File: src/rtl/tphfm_pkg.sv
// ----------------------------------------------------------------------------
// Timed peak-hold force meter package
// Shared word types, configuration record, codes and constants.
// ----------------------------------------------------------------------------
package tphfm_pkg;

	// Input word: one event of the stream.
	typedef struct packed {
		logic [1:0]         mode;
		logic signed [23:0] raw_sample;
		logic               button_level;
		logic [7:0]         command_byte;
	} in_word_t;

	// Result word.
	typedef struct packed {
		logic [1:0]  kind;
		logic [23:0] force_value;
	} out_word_t;

	// Configuration registers as seen by the engine.
	typedef struct packed {
		logic [15:0] gain;
		logic [15:0] dead_zone;
		logic [15:0] session_ms;
		logic [15:0] live_interval_ms;
		logic [15:0] peak_show_ms;
		logic        idle_level;
	} cfg_t;

	localparam int CFG_DATA_W = 16;
	localparam int CFG_IDX_W  = 3;
	localparam int CNT_W      = 17;
	localparam logic [CNT_W-1:0] CNT_MAX = '1;

	// Event codes.
	localparam logic [1:0] MODE_TICK    = 2'd0;
	localparam logic [1:0] MODE_SAMPLE  = 2'd1;
	localparam logic [1:0] MODE_BUTTON  = 2'd2;
	localparam logic [1:0] MODE_COMMAND = 2'd3;

	// Result codes.
	localparam logic [1:0] KIND_START = 2'd0;
	localparam logic [1:0] KIND_LIVE  = 2'd1;
	localparam logic [1:0] KIND_PEAK  = 2'd2;
	localparam logic [1:0] KIND_END   = 2'd3;

	localparam logic [7:0] START_CMD = 8'h31;

	// Register indexes.
	localparam logic [CFG_IDX_W-1:0] REG_GAIN          = 3'd0;
	localparam logic [CFG_IDX_W-1:0] REG_DEAD_ZONE     = 3'd1;
	localparam logic [CFG_IDX_W-1:0] REG_SESSION_MS    = 3'd2;
	localparam logic [CFG_IDX_W-1:0] REG_LIVE_INTERVAL = 3'd3;
	localparam logic [CFG_IDX_W-1:0] REG_PEAK_SHOW_MS  = 3'd4;
	localparam logic [CFG_IDX_W-1:0] REG_IDLE_LEVEL    = 3'd5;

	// Register reset values.
	localparam logic [15:0] GAIN_RST          = 16'd655;
	localparam logic [15:0] DEAD_ZONE_RST     = 16'd20;
	localparam logic [15:0] SESSION_MS_RST    = 16'd5000;
	localparam logic [15:0] LIVE_INTERVAL_RST = 16'd100;
	localparam logic [15:0] PEAK_SHOW_MS_RST  = 16'd10000;
	localparam logic        IDLE_LEVEL_RST    = 1'b0;

	// Counter increment that sticks at the top value.
	function automatic logic [CNT_W-1:0] inc_sat(input logic [CNT_W-1:0] c);
		return (c == CNT_MAX) ? c : c + {{(CNT_W-1){1'b0}}, 1'b1};
	endfunction

endpackage

File: src/rtl/tphfm_engine.sv
// ----------------------------------------------------------------------------
// Timed peak-hold force meter engine
// Session state and the per-event update, one event per step.
// ----------------------------------------------------------------------------
module tphfm_engine (
	input  logic                 clk,
	input  logic                 arst_n,
	input  logic                 step,
	input  tphfm_pkg::in_word_t  item,
	input  tphfm_pkg::cfg_t      cfg,
	output logic                 res_valid,
	output tphfm_pkg::out_word_t res
);

	logic                          measuring_q, measuring_d;
	logic                          showing_q, showing_d;
	logic                          taken_q, taken_d;
	logic                          prev_btn_q, prev_btn_d;
	logic signed [23:0]            offset_q, offset_d;
	logic [23:0]                   peak_q, peak_d;
	logic [tphfm_pkg::CNT_W-1:0]   sess_q, sess_d;
	logic [tphfm_pkg::CNT_W-1:0]   live_q, live_d;
	logic [tphfm_pkg::CNT_W-1:0]   show_q, show_d;

	logic signed [24:0] delta;
	logic [23:0]        diff;
	logic [39:0]        prod;
	logic [23:0]        force_raw;
	logic [23:0]        force_dz;
	logic               btn_edge;
	logic               start;

	// Force path: absolute difference, Q16 gain, dead zone.
	assign delta     = 25'(item.raw_sample) - 25'(offset_q);
	assign diff      = delta[24] ? 24'(-delta) : delta[23:0];
	assign prod      = {16'd0, diff} * {24'd0, cfg.gain};
	assign force_raw = prod[39:16];
	assign force_dz  = (force_raw < {8'd0, cfg.dead_zone}) ? 24'd0 : force_raw;

	assign btn_edge = (item.button_level != cfg.idle_level) && (prev_btn_q == cfg.idle_level);

	always_comb begin
		measuring_d = measuring_q;
		showing_d   = showing_q;
		taken_d     = taken_q;
		prev_btn_d  = prev_btn_q;
		offset_d    = offset_q;
		peak_d      = peak_q;
		sess_d      = sess_q;
		live_d      = live_q;
		show_d      = show_q;
		res_valid   = 1'b0;
		res         = '0;
		start       = 1'b0;

		unique case (item.mode)
			tphfm_pkg::MODE_TICK: begin
				if (measuring_q) begin
					sess_d = tphfm_pkg::inc_sat(sess_q);
					live_d = tphfm_pkg::inc_sat(live_q);
					if (sess_d > {1'b0, cfg.session_ms}) begin
						measuring_d     = 1'b0;
						showing_d       = 1'b1;
						show_d          = '0;
						res_valid       = 1'b1;
						res.kind        = tphfm_pkg::KIND_PEAK;
						res.force_value = peak_q;
					end
				end else if (showing_q) begin
					show_d = tphfm_pkg::inc_sat(show_q);
					if (show_d > {1'b0, cfg.peak_show_ms}) begin
						showing_d = 1'b0;
						res_valid = 1'b1;
						res.kind  = tphfm_pkg::KIND_END;
					end
				end
			end
			tphfm_pkg::MODE_SAMPLE: begin
				if (measuring_q) begin
					if (!taken_q) begin
						offset_d = item.raw_sample;
						taken_d  = 1'b1;
					end else begin
						if (force_dz > peak_q) begin
							peak_d = force_dz;
						end
						if (live_q >= {1'b0, cfg.live_interval_ms}) begin
							live_d          = '0;
							res_valid       = 1'b1;
							res.kind        = tphfm_pkg::KIND_LIVE;
							res.force_value = force_dz;
						end
					end
				end
			end
			tphfm_pkg::MODE_BUTTON: begin
				prev_btn_d = item.button_level;
				start      = btn_edge && !measuring_q;
			end
			tphfm_pkg::MODE_COMMAND: begin
				start = (item.command_byte == tphfm_pkg::START_CMD) && !measuring_q;
			end
			default: begin
			end
		endcase

		if (start) begin
			measuring_d = 1'b1;
			taken_d     = 1'b0;
			peak_d      = '0;
			sess_d      = '0;
			live_d      = '0;
			showing_d   = 1'b0;
			res_valid   = 1'b1;
			res.kind    = tphfm_pkg::KIND_START;
		end
	end

	always_ff @(posedge clk or negedge arst_n) begin
		if (!arst_n) begin
			measuring_q <= 1'b0;
			showing_q   <= 1'b0;
			taken_q     <= 1'b0;
			prev_btn_q  <= tphfm_pkg::IDLE_LEVEL_RST;
			offset_q    <= '0;
			peak_q      <= '0;
			sess_q      <= '0;
			live_q      <= '0;
			show_q      <= '0;
		end else if (step) begin
			measuring_q <= measuring_d;
			showing_q   <= showing_d;
			taken_q     <= taken_d;
			prev_btn_q  <= prev_btn_d;
			offset_q    <= offset_d;
			peak_q      <= peak_d;
			sess_q      <= sess_d;
			live_q      <= live_d;
			show_q      <= show_d;
		end
	end

endmodule

File: src/rtl/timed_peak_hold_force_meter_core.sv
// ----------------------------------------------------------------------------
// Timed peak-hold force meter core
// Session control, tare, peak hold and timed reporting for a load cell.
// ----------------------------------------------------------------------------
// Usage notes.
// Events arrive on the input channel (in_valid, in_stall, in_word): ticks,
// load-cell samples, button levels and command bytes. Each event yields zero
// or one result word on the output channel (out_valid, out_stall, out_word).
// A word moves on either channel at a rising edge with valid high and stall
// low.
// An accepted event is held in the input stage register, then the engine
// updates the session state and writes any result into the output
// register. One event can be accepted every cycle while in_stall is low;
// the throughput is set by the combinational state update (one 24 by 16
// multiply plus compares).
// When the receiver stalls with a result waiting, the input stage still takes
// one more word; in_stall then rises until the output word is taken.
// Configuration is written through cfg_we, cfg_index and cfg_data; the user must
// do so while the block is idle, which the block does not enforce. Unused indexes
// are ignored. Reset clears both stages, ends any session, loads register defaults.
// ----------------------------------------------------------------------------
module timed_peak_hold_force_meter_core (
	input  logic                                 clk,
	input  logic                                 arst_n,
	input  logic                                 in_valid,
	output logic                                 in_stall,
	input  tphfm_pkg::in_word_t                  in_word,
	output logic                                 out_valid,
	input  logic                                 out_stall,
	output tphfm_pkg::out_word_t                 out_word,
	input  logic                                 cfg_we,
	input  logic [tphfm_pkg::CFG_IDX_W-1:0]      cfg_index,
	input  logic [tphfm_pkg::CFG_DATA_W-1:0]     cfg_data
);

	tphfm_pkg::cfg_t      cfg_q;
	tphfm_pkg::in_word_t  item_s1;
	logic                 valid_s1;
	logic                 advance;
	logic                 step;
	logic                 accept;
	logic                 res_valid;
	tphfm_pkg::out_word_t res;
	logic                 out_valid_q;
	tphfm_pkg::out_word_t out_word_q;

	// The input stage moves on whenever the output register is free or
	// is being emptied in this cycle.
	assign advance  = !out_valid_q || !out_stall;
	assign step     = valid_s1 && advance;
	assign in_stall = valid_s1 && !advance;
	assign accept   = in_valid && !in_stall;

	// Configuration registers.
	always_ff @(posedge clk or negedge arst_n) begin
		if (!arst_n) begin
			cfg_q.gain             <= tphfm_pkg::GAIN_RST;
			cfg_q.dead_zone        <= tphfm_pkg::DEAD_ZONE_RST;
			cfg_q.session_ms       <= tphfm_pkg::SESSION_MS_RST;
			cfg_q.live_interval_ms <= tphfm_pkg::LIVE_INTERVAL_RST;
			cfg_q.peak_show_ms     <= tphfm_pkg::PEAK_SHOW_MS_RST;
			cfg_q.idle_level       <= tphfm_pkg::IDLE_LEVEL_RST;
		end else if (cfg_we) begin
			unique case (cfg_index)
				tphfm_pkg::REG_GAIN:          cfg_q.gain             <= cfg_data;
				tphfm_pkg::REG_DEAD_ZONE:     cfg_q.dead_zone        <= cfg_data;
				tphfm_pkg::REG_SESSION_MS:    cfg_q.session_ms       <= cfg_data;
				tphfm_pkg::REG_LIVE_INTERVAL: cfg_q.live_interval_ms <= cfg_data;
				tphfm_pkg::REG_PEAK_SHOW_MS:  cfg_q.peak_show_ms     <= cfg_data;
				tphfm_pkg::REG_IDLE_LEVEL:    cfg_q.idle_level       <= cfg_data[0];
				default: begin
				end
			endcase
		end
	end

	// Input stage: valid bit under reset, payload without.
	always_ff @(posedge clk or negedge arst_n) begin
		if (!arst_n) begin
			valid_s1 <= 1'b0;
		end else if (accept) begin
			valid_s1 <= 1'b1;
		end else if (advance) begin
			valid_s1 <= 1'b0;
		end
	end

	always_ff @(posedge clk) begin
		if (accept) begin
			item_s1 <= in_word;
		end
	end

	// The engine holds all session state and updates it once per event.
	tphfm_engine u_engine (
		.clk       (clk),
		.arst_n    (arst_n),
		.step      (step),
		.item      (item_s1),
		.cfg       (cfg_q),
		.res_valid (res_valid),
		.res       (res)
	);

	// Output register: loaded whenever the input stage advances; an event
	// without a result leaves it empty.
	always_ff @(posedge clk or negedge arst_n) begin
		if (!arst_n) begin
			out_valid_q <= 1'b0;
		end else if (advance) begin
			out_valid_q <= step && res_valid;
		end
	end

	always_ff @(posedge clk) begin
		if (step && res_valid) begin
			out_word_q <= res;
		end
	end

	assign out_valid = out_valid_q;
	assign out_word  = out_word_q;

endmodule

File: config.mk
export PLATFORM = sky130hd
export DESIGN_NAME = timed_peak_hold_force_meter_core
export DESIGN_NICKNAME = d
export VERILOG_FILES = /design/src/rtl/tphfm_pkg.sv /design/src/rtl/tphfm_engine.sv /design/src/rtl/timed_peak_hold_force_meter_core.sv
export SDC_FILE = /design/constraint.sdc
export NUM_CORES = 1
export LEC_CHECK = 0
export ABC_CLOCK_PERIOD_IN_PS = 14900
export BUFFER_PORTS_ARGS = -buffer_cell sky130_fd_sc_hd__buf_2
export CELL_PAD_IN_SITES_DETAIL_PLACEMENT = 1
export CELL_PAD_IN_SITES_GLOBAL_PLACEMENT = 1
export CORE_MARGIN = 3
export CORE_UTILIZATION = 52
export CTS_BUF_LIST = sky130_fd_sc_hd__clkbuf_4 sky130_fd_sc_hd__clkbuf_8
export CTS_CLUSTER_SIZE = 40
export DETAILED_ROUTE_END_ITERATION = 6
export PLACE_DENSITY_LB_ADDON = 0.2
export SLEW_MARGIN = 0
export SYNTH_ARGS = -nofsm -noshare
export SYNTH_HDL_FRONTEND = slang
export SYNTH_HIERARCHICAL = 1
export SYNTH_SLANG_ARGS = --single-unit
File: constraint.sdc
create_clock -name clk -period 14.9 [get_ports clk]
set_input_delay 1.49 -clock clk [delete_from_list [all_inputs] [get_ports clk]]
set_output_delay 1.49 -clock clk [all_outputs]
set_load 0.005 [all_outputs]
==> flow_metrics.tcl, run 1 <==
set metrics [dict create \
    path_delay_family "adder cells" \
    r2r_setup_slack_ns 0.49 \
    worst-path-buf-inv 8 \
    placed_area_mm2 0.02873 \
    routabilityCongestion 0.9167 \
    yosysWarnings 6 \
    cts_hold_buf 0 \
    drive_gt1_frac 0.1242 \
    grt_usage 0.3081 \
    routed_via_density 5.809 \
    cp-startpoint "item_s1[9]" \
    cp.arrival_ns 14.84 \
    cts_root_buffer "clkbuf_8" \
    grt_pass1_wl_um 136600 \
    synth_seq_area_share 0.2363 \
    drt_pre_antenna_iters 5 \
    core_mm2 0.05182 \
    grt_pass1_vias 24879 \
    dr.first_iter.drc_count 1062 \
    port_buffers 86 \
    grt_max_degree 66 \
    cpMaxStageDelayCell "fa_1" \
    worstMarginPinSlew_ns 1.305 \
    max_slew_margin 0.1289 \
    startpoint_type "register" \
    wl_um 85150 \
    io_pins 87 \
    hold_class "register to register" \
    syn_nets 3583 \
    worstPathMaxFanout 19 \
    fmax_mhz 69.41 \
    finalSetupViolCount 0 \
    fin_area_mm2 0.02976 \
    cp_slowest_stage_delay_ns 0.58 \
    cts_buffer_depth 3 \
    cts_sinks 247 \
    place_hpwl_um 66560 \
    endpoint_kind "register" \
    synthFlopType "dfrtp_1" \
    grt_overflow 0 \
    syn_area_mm2 0.02756 \
    synth_edf_count 61 \
    finalCritPeriodShare 0.9669 \
    fillers 5999 \
    whs_path_depth 1 \
    synth-seq-cells 247 \
    htree_levels 2 \
    r2r-start "item_s1[9]" \
    finalClockSkew_ns 0.02962 \
    die-height_um 236.2 \
    status "finished, final reports clean" \
    path_clk_slew_ns 0.06 \
    vias 21953 \
    synth_area_per_cell_um2 9.204 \
    num_antenna_cells 0 \
    cts_tree "done" \
    start_util 0.5318 \
    hold_viol 0 \
    synth.distinct_cells 89 \
    timing.rr.end "u_engine/peak_q[17]" \
    postRouteAntennaNets 0 \
    cp.required_ns 15.33 \
    post_drt_wl_per_cell_um 22.53 \
    clk_latency_ns 0.58 \
    drv_slew 0 \
    drc 0 \
    antenna_found_initial 1 \
    period_needed_ns 14.41 \
    cap_violations 0 \
    nNetsFinal 3656 \
    reg2reg_depth 58 \
    worst-path-stages 58 \
    crit_end "u_engine/peak_q[17]" \
    cts_buffers 41 \
    num_rows 83 \
    die_x_um 236.2 \
    synthCells 2994 \
    syn2layout_area_growth_pct 8.014 \
    synth-async-reset-ratio 0.7530 \
    whs_ns 0.4920 \
    dieArea_mm2 0.05579 \
    worst-setup-path-type "register to register" \
]
## worst min path at each step
stage / endpoint / startpoint / slack [ns]
final: cfg_q[52] / cfg_q[52] / 0.49
after detailed placement: cfg_q[52] / cfg_q[52] / 0.48
after global routing: cfg_q[52] / cfg_q[52] / 0.52
after floorplan: cfg_q[38] / cfg_q[38] / 0.46
after global placement: cfg_q[50] / cfg_q[50] / 0.47
after CTS: cfg_q[52] / cfg_q[52] / 0.49
## kinds of logic after synthesis
logic type	after synthesis	synth area share
compound gates	431	0.1012
xor+xnor	106	0.03396
fa+ha+maj	530	0.3240
buf+inv	611	0.08627
flops	247	0.2363
mux	110	0.04659
simple gates	959	0.1716
## placed cells by master, fill, tap and decap left out, types with 29 or more instances in the layout
| cell | synthesis | final |
|---|---|---|
| clkbuf_8 | 0 | 46 |
| o21ai_0 | 105 | 104 |
| a21o_1 | 51 | 51 |
| buf_2 | 19 | 85 |
| ha_1 | 224 | 220 |
| dfrtp_1 | 165 | 165 |
| fa_1 | 306 | 306 |
| a21oi_1 | 102 | 98 |
| nand4_1 | 44 | 44 |
| xor2_1 | 36 | 35 |
| nand2_1 | 407 | 407 |
| buf_4 | 1 | 55 |
| nor2b_1 | 33 | 32 |
| edfxtp_1 | 61 | 61 |
| nand3_1 | 42 | 42 |
| mux2_2 | 46 | 46 |
| and2_1 | 177 | 176 |
| nor2_1 | 113 | 112 |
| inv_1 | 485 | 485 |
| o21ai_1 | 29 | 29 |
| xnor2_1 | 69 | 67 |
## repair_timing
action / CTS / global route
setup buffers: 0 / 10
endpoints found under the setup margin: 0 / 24
gates resized for setup: 0 / 26
## metal layers
layer  track usage  share of wire  wire length (µm)
met5             0              0                 0
met4        0.1385          0.050              4292
met3       0.04232          0.044              3718
met2        0.5408           0.50             42580
met1        0.3778           0.41             34560
## Yosys cell counts, drive strengths merged, types with 9 or more instances
| master | count | share of area |
|---|---|---|
| nor4 | 17 | 0.0043 |
| o21ai | 139 | 0.026 |
| nand4 | 44 | 0.010 |
| or3 | 9 | 0.0020 |
| buf | 27 | 0.0067 |
| o21a | 20 | 0.0054 |
| nor2b | 33 | 0.0075 |
| ha | 224 | 0.10 |
| o21bai | 12 | 0.0033 |
| nand3 | 42 | 0.0076 |
| and3 | 24 | 0.0054 |
| clkbuf | 86 | 0.012 |
| a21o | 52 | 0.014 |
| and2 | 177 | 0.040 |
| dfstp | 21 | 0.020 |
| xor2 | 37 | 0.012 |
| a21oi | 106 | 0.020 |
| edfxtp | 61 | 0.066 |
| a211o | 9 | 0.0029 |
| a31oi | 13 | 0.0030 |
| nor3 | 27 | 0.0049 |
| nand2b | 19 | 0.0043 |
| fa | 306 | 0.22 |
| mux2 | 86 | 0.038 |
| a22o | 13 | 0.0041 |
| inv | 498 | 0.068 |
| xnor2 | 69 | 0.022 |
| a211oi | 13 | 0.0046 |
| dfrtp | 165 | 0.15 |
| nor2 | 113 | 0.015 |
| nand2 | 417 | 0.058 |
| mux2i | 24 | 0.0087 |
## worst register-to-register path, delay by kind of cell (launching register included)
family	cells	cell delay (ns)
fa+ha+maj	11	4.81
xor+xnor	3	0.63
flops	1	0.34
compound gates	15	3.59
simple gates	20	3.77
mux	1	0.15
buf+inv	8	0.99
## stage by stage
| stage | std cells | setup slack (ns) | TNS, ns | util |
|---|---|---|---|---|
| global placement | 3694 | 0.6476 | 0 | 0.5543 |
| global route | 3779 | -0.05896 | -0.6189 | 0.5744 |
| finish | 3779 | 0.4935 | 0 | 0.5744 |
| floorplan | 2994 | 2.137 | 0 | - |
| CTS | 3769 | 0.1580 | 0 | 0.5707 |
| detailed placement | 3694 | 0.2138 | 0 | 0.5543 |
## sequential cells by signal (all words and copies together) (netlist names)
name and flops:
item_s1 35, u_engine/showing_q 1, u_engine/measuring_q 1, out_word 26, cfg_q 81, out_valid 1
u_engine/show_q 17, valid_s1 1, u_engine/prev_btn_q 1, u_engine/live_q 17, u_engine/offset_q 24, u_engine/sess_q 17
u_engine/taken_q 1, u_engine/peak_q 24
## final cells by class
type | count | area, µm² | area share
Clock buffer | 62 | 747.0 | 0.02510
Multi-Input combinational cell | 2136 | 18800 | 0.6317
Timing Repair Buffer | 143 | 883.3 | 0.02968
Tap cell | 680 | 850.8 | 0.02858
Sequential cell | 247 | 6513 | 0.2188
Inverter | 498 | 1869 | 0.06280
Clock inverter | 13 | 100.1 | 0.003363
Power of run 1 is not shown: default switching activity piles up to over one toggle a cycle in this logic, so the estimate is an artifact.
==> inputs of run 2 (changes only) <==
- CORE_UTILIZATION: 52 -> 41
==> run 2 against run 1 <==
  * Final area rose by 1.3%
  * Global-route usage fell by 6.9 points
  * Count of clock-buffer cells in the layout rose by 8
  * Utilization fell by 12 points
  * Fmax rose by 1.7%
  * Clock skew rose by 0.017 ns
  * Hold slack got worse by 0.0049 ns
  * Critical path type unchanged
  * Highest routed layer unchanged
==> flow_metrics.tcl, run 2 (synthesized netlist as in run 1, its figures left out) <==
set metrics [dict create \
    worstMarginPinSlew_ns 1.331 \
    critPathMostFrequentCell "fa_1" \
    final_common_cell "inv_1" \
    post_drt_wl_per_cell_um 20.67 \
    startpoint_type "register" \
    grt_usage 0.2391 \
    worst-setup-path-type "register to register" \
    num_rows 94 \
    die_x_um 265.3 \
    top_usage_layer "met2" \
    max_slew_margin 0.1067 \
    grt_pass1_wl_um 133900 \
    postRouteAntennaNets 0 \
    io_pins 87 \
    final_cell_mix "inv_1 (485), nand2_1 (407), fa_1 (306)" \
    die-height_um 265.3 \
    cts_root_buffer "clkbuf_8" \
    drive_gt1_frac 0.1255 \
    drc 0 \
    core_mm2 0.06622 \
    htree_levels 2 \
    cp.required_ns 15.34 \
    fin_util 0.4555 \
    finalSetupViolCount 0 \
    path_delay_family "adder cells" \
    hold_class "register to register" \
    endpoint_kind "register" \
    worstPathMaxFanout 15 \
    period_needed_ns 14.17 \
    finalClockSkew_ns 0.04688 \
    status "finished, final reports clean" \
    nNetsFinal 3661 \
    worst-path-buf-inv 10 \
    hold_viol 0 \
    largest_reg_flops 81 \
    routed_via_density 5.353 \
    grt_overflow 0 \
    cap_violations 0 \
    fmax_mhz 70.59 \
    multiInputGateArea_mm2 0.01879 \
    dr.first_iter.drc_count 968 \
    port_buffers 86 \
    cts_sinks 247 \
    drv_slew 0 \
    wl_um 82130 \
    routabilityCongestion 0.9021 \
    syn2layout_area_growth_pct 9.444 \
    fillers 7640 \
    gr-usage-met3 0.01896 \
    vias 21266 \
    cts_buffer_depth 3 \
    cts_buffers 45 \
    antenna_found_initial 1 \
    largest-register "cfg_q" \
    gr-usage-met2 0.4407 \
    cp_slowest_stage_delay_ns 0.64 \
    drt_pre_antenna_iters 5 \
    cp.arrival_ns 14.60 \
    clk_latency_ns 0.62 \
    finalCritPeriodShare 0.9508 \
    place_hpwl_um 65060 \
    regArea_mm2 0.006513 \
    path_clk_slew_ns 0.06 \
    grtUsageMet1 0.3069 \
    grt_pass1_vias 24233 \
    start_util 0.4162 \
    grt_max_degree 117 \
    dieArea_mm2 0.07036 \
    cpMaxStageDelayCell "o41ai_1" \
    cts_tree "done" \
]
==> run 2: cell count changes in the layout (fill, tap and decap cells not counted), moves of 3 or more <==
cell	previous run	this run
ha_2	4	0
ha_1	220	224
clkinv_1	4	1
clkbuf_8	46	56
==> run 2: through the flow <==
stage | std cells | hold WS, ns | instance area [µm²] | TNS, ns | worst slack [ns]
2_1_floorplan | 2994 | 0.4581 | 27560 | 0 | 2.137
3_3_place_gp | 3877 | 0.4702 | 28940 | 0 | 0.7964
3_5_place_dp | 3877 | 0.4787 | 28940 | 0 | 0.2069
4_1_cts | 3960 | 0.4907 | 29960 | 0 | 0.1039
5_1_grt | 3973 | 0.5019 | 30160 | -0.5808 | -0.07272
6_report | 3973 | 0.4871 | 30160 | 0 | 0.7337
==> run 2: area by class of cell <==
class,instances,share of cell area
clock inverter,13,0.005103
clock buffer,70,0.02883
sequential,247,0.2159
antenna,1,0.00008297
multi-input combinational,2136,0.6230
timing repair buffer,144,0.02925
tap,864,0.03584
inverter,498,0.06198
==> run 2: final timing paths <==
kind                       slack [ns]                  end  cells after the start        from
max                              0.73  u_engine/peak_q[23]                     57  item_s1[9]
min                              0.49            cfg_q[50]                      1   cfg_q[50]
max reg2reg                      0.73  u_engine/peak_q[23]                     57  item_s1[9]
min reg2reg                      0.49            cfg_q[50]                      1   cfg_q[50]
max in group asynchronous       12.26   u_engine/peak_q[7]                      2      arst_n
min in group asynchronous        0.98   u_engine/live_q[7]                      1      arst_n
==> run 2: timing repair <==
item / 4_1_cts / 5_1_grt
gates resized for setup: 0 / 19
setup buffers: 0 / 12
hold buffers: 0 / 0
endpoints found under the setup margin: 0 / 24
==> run 2: per-layer routing <==
metal  vias to the layer above  part of all wire
met5                         -                 0
met4                         0             0.021
met3                        95             0.024
met2                       308              0.52
met1                     11014              0.44
li1                       9849                 -
==> run 2: worst register-to-register path, delay by kind of cell, from the launching register on <==
kind | cells | cell delay (ns)
AOI/OAI and AO/OA | 13 | 3.31
and+or+nand+nor | 19 | 3.57
adders and majority gates | 11 | 4.84
muxes | 1 | 0.15
xor gates and xnor gates | 3 | 0.74
buffers and inverters | 10 | 1.01
DFF | 1 | 0.35
Power of run 2 is left out for the same reason.
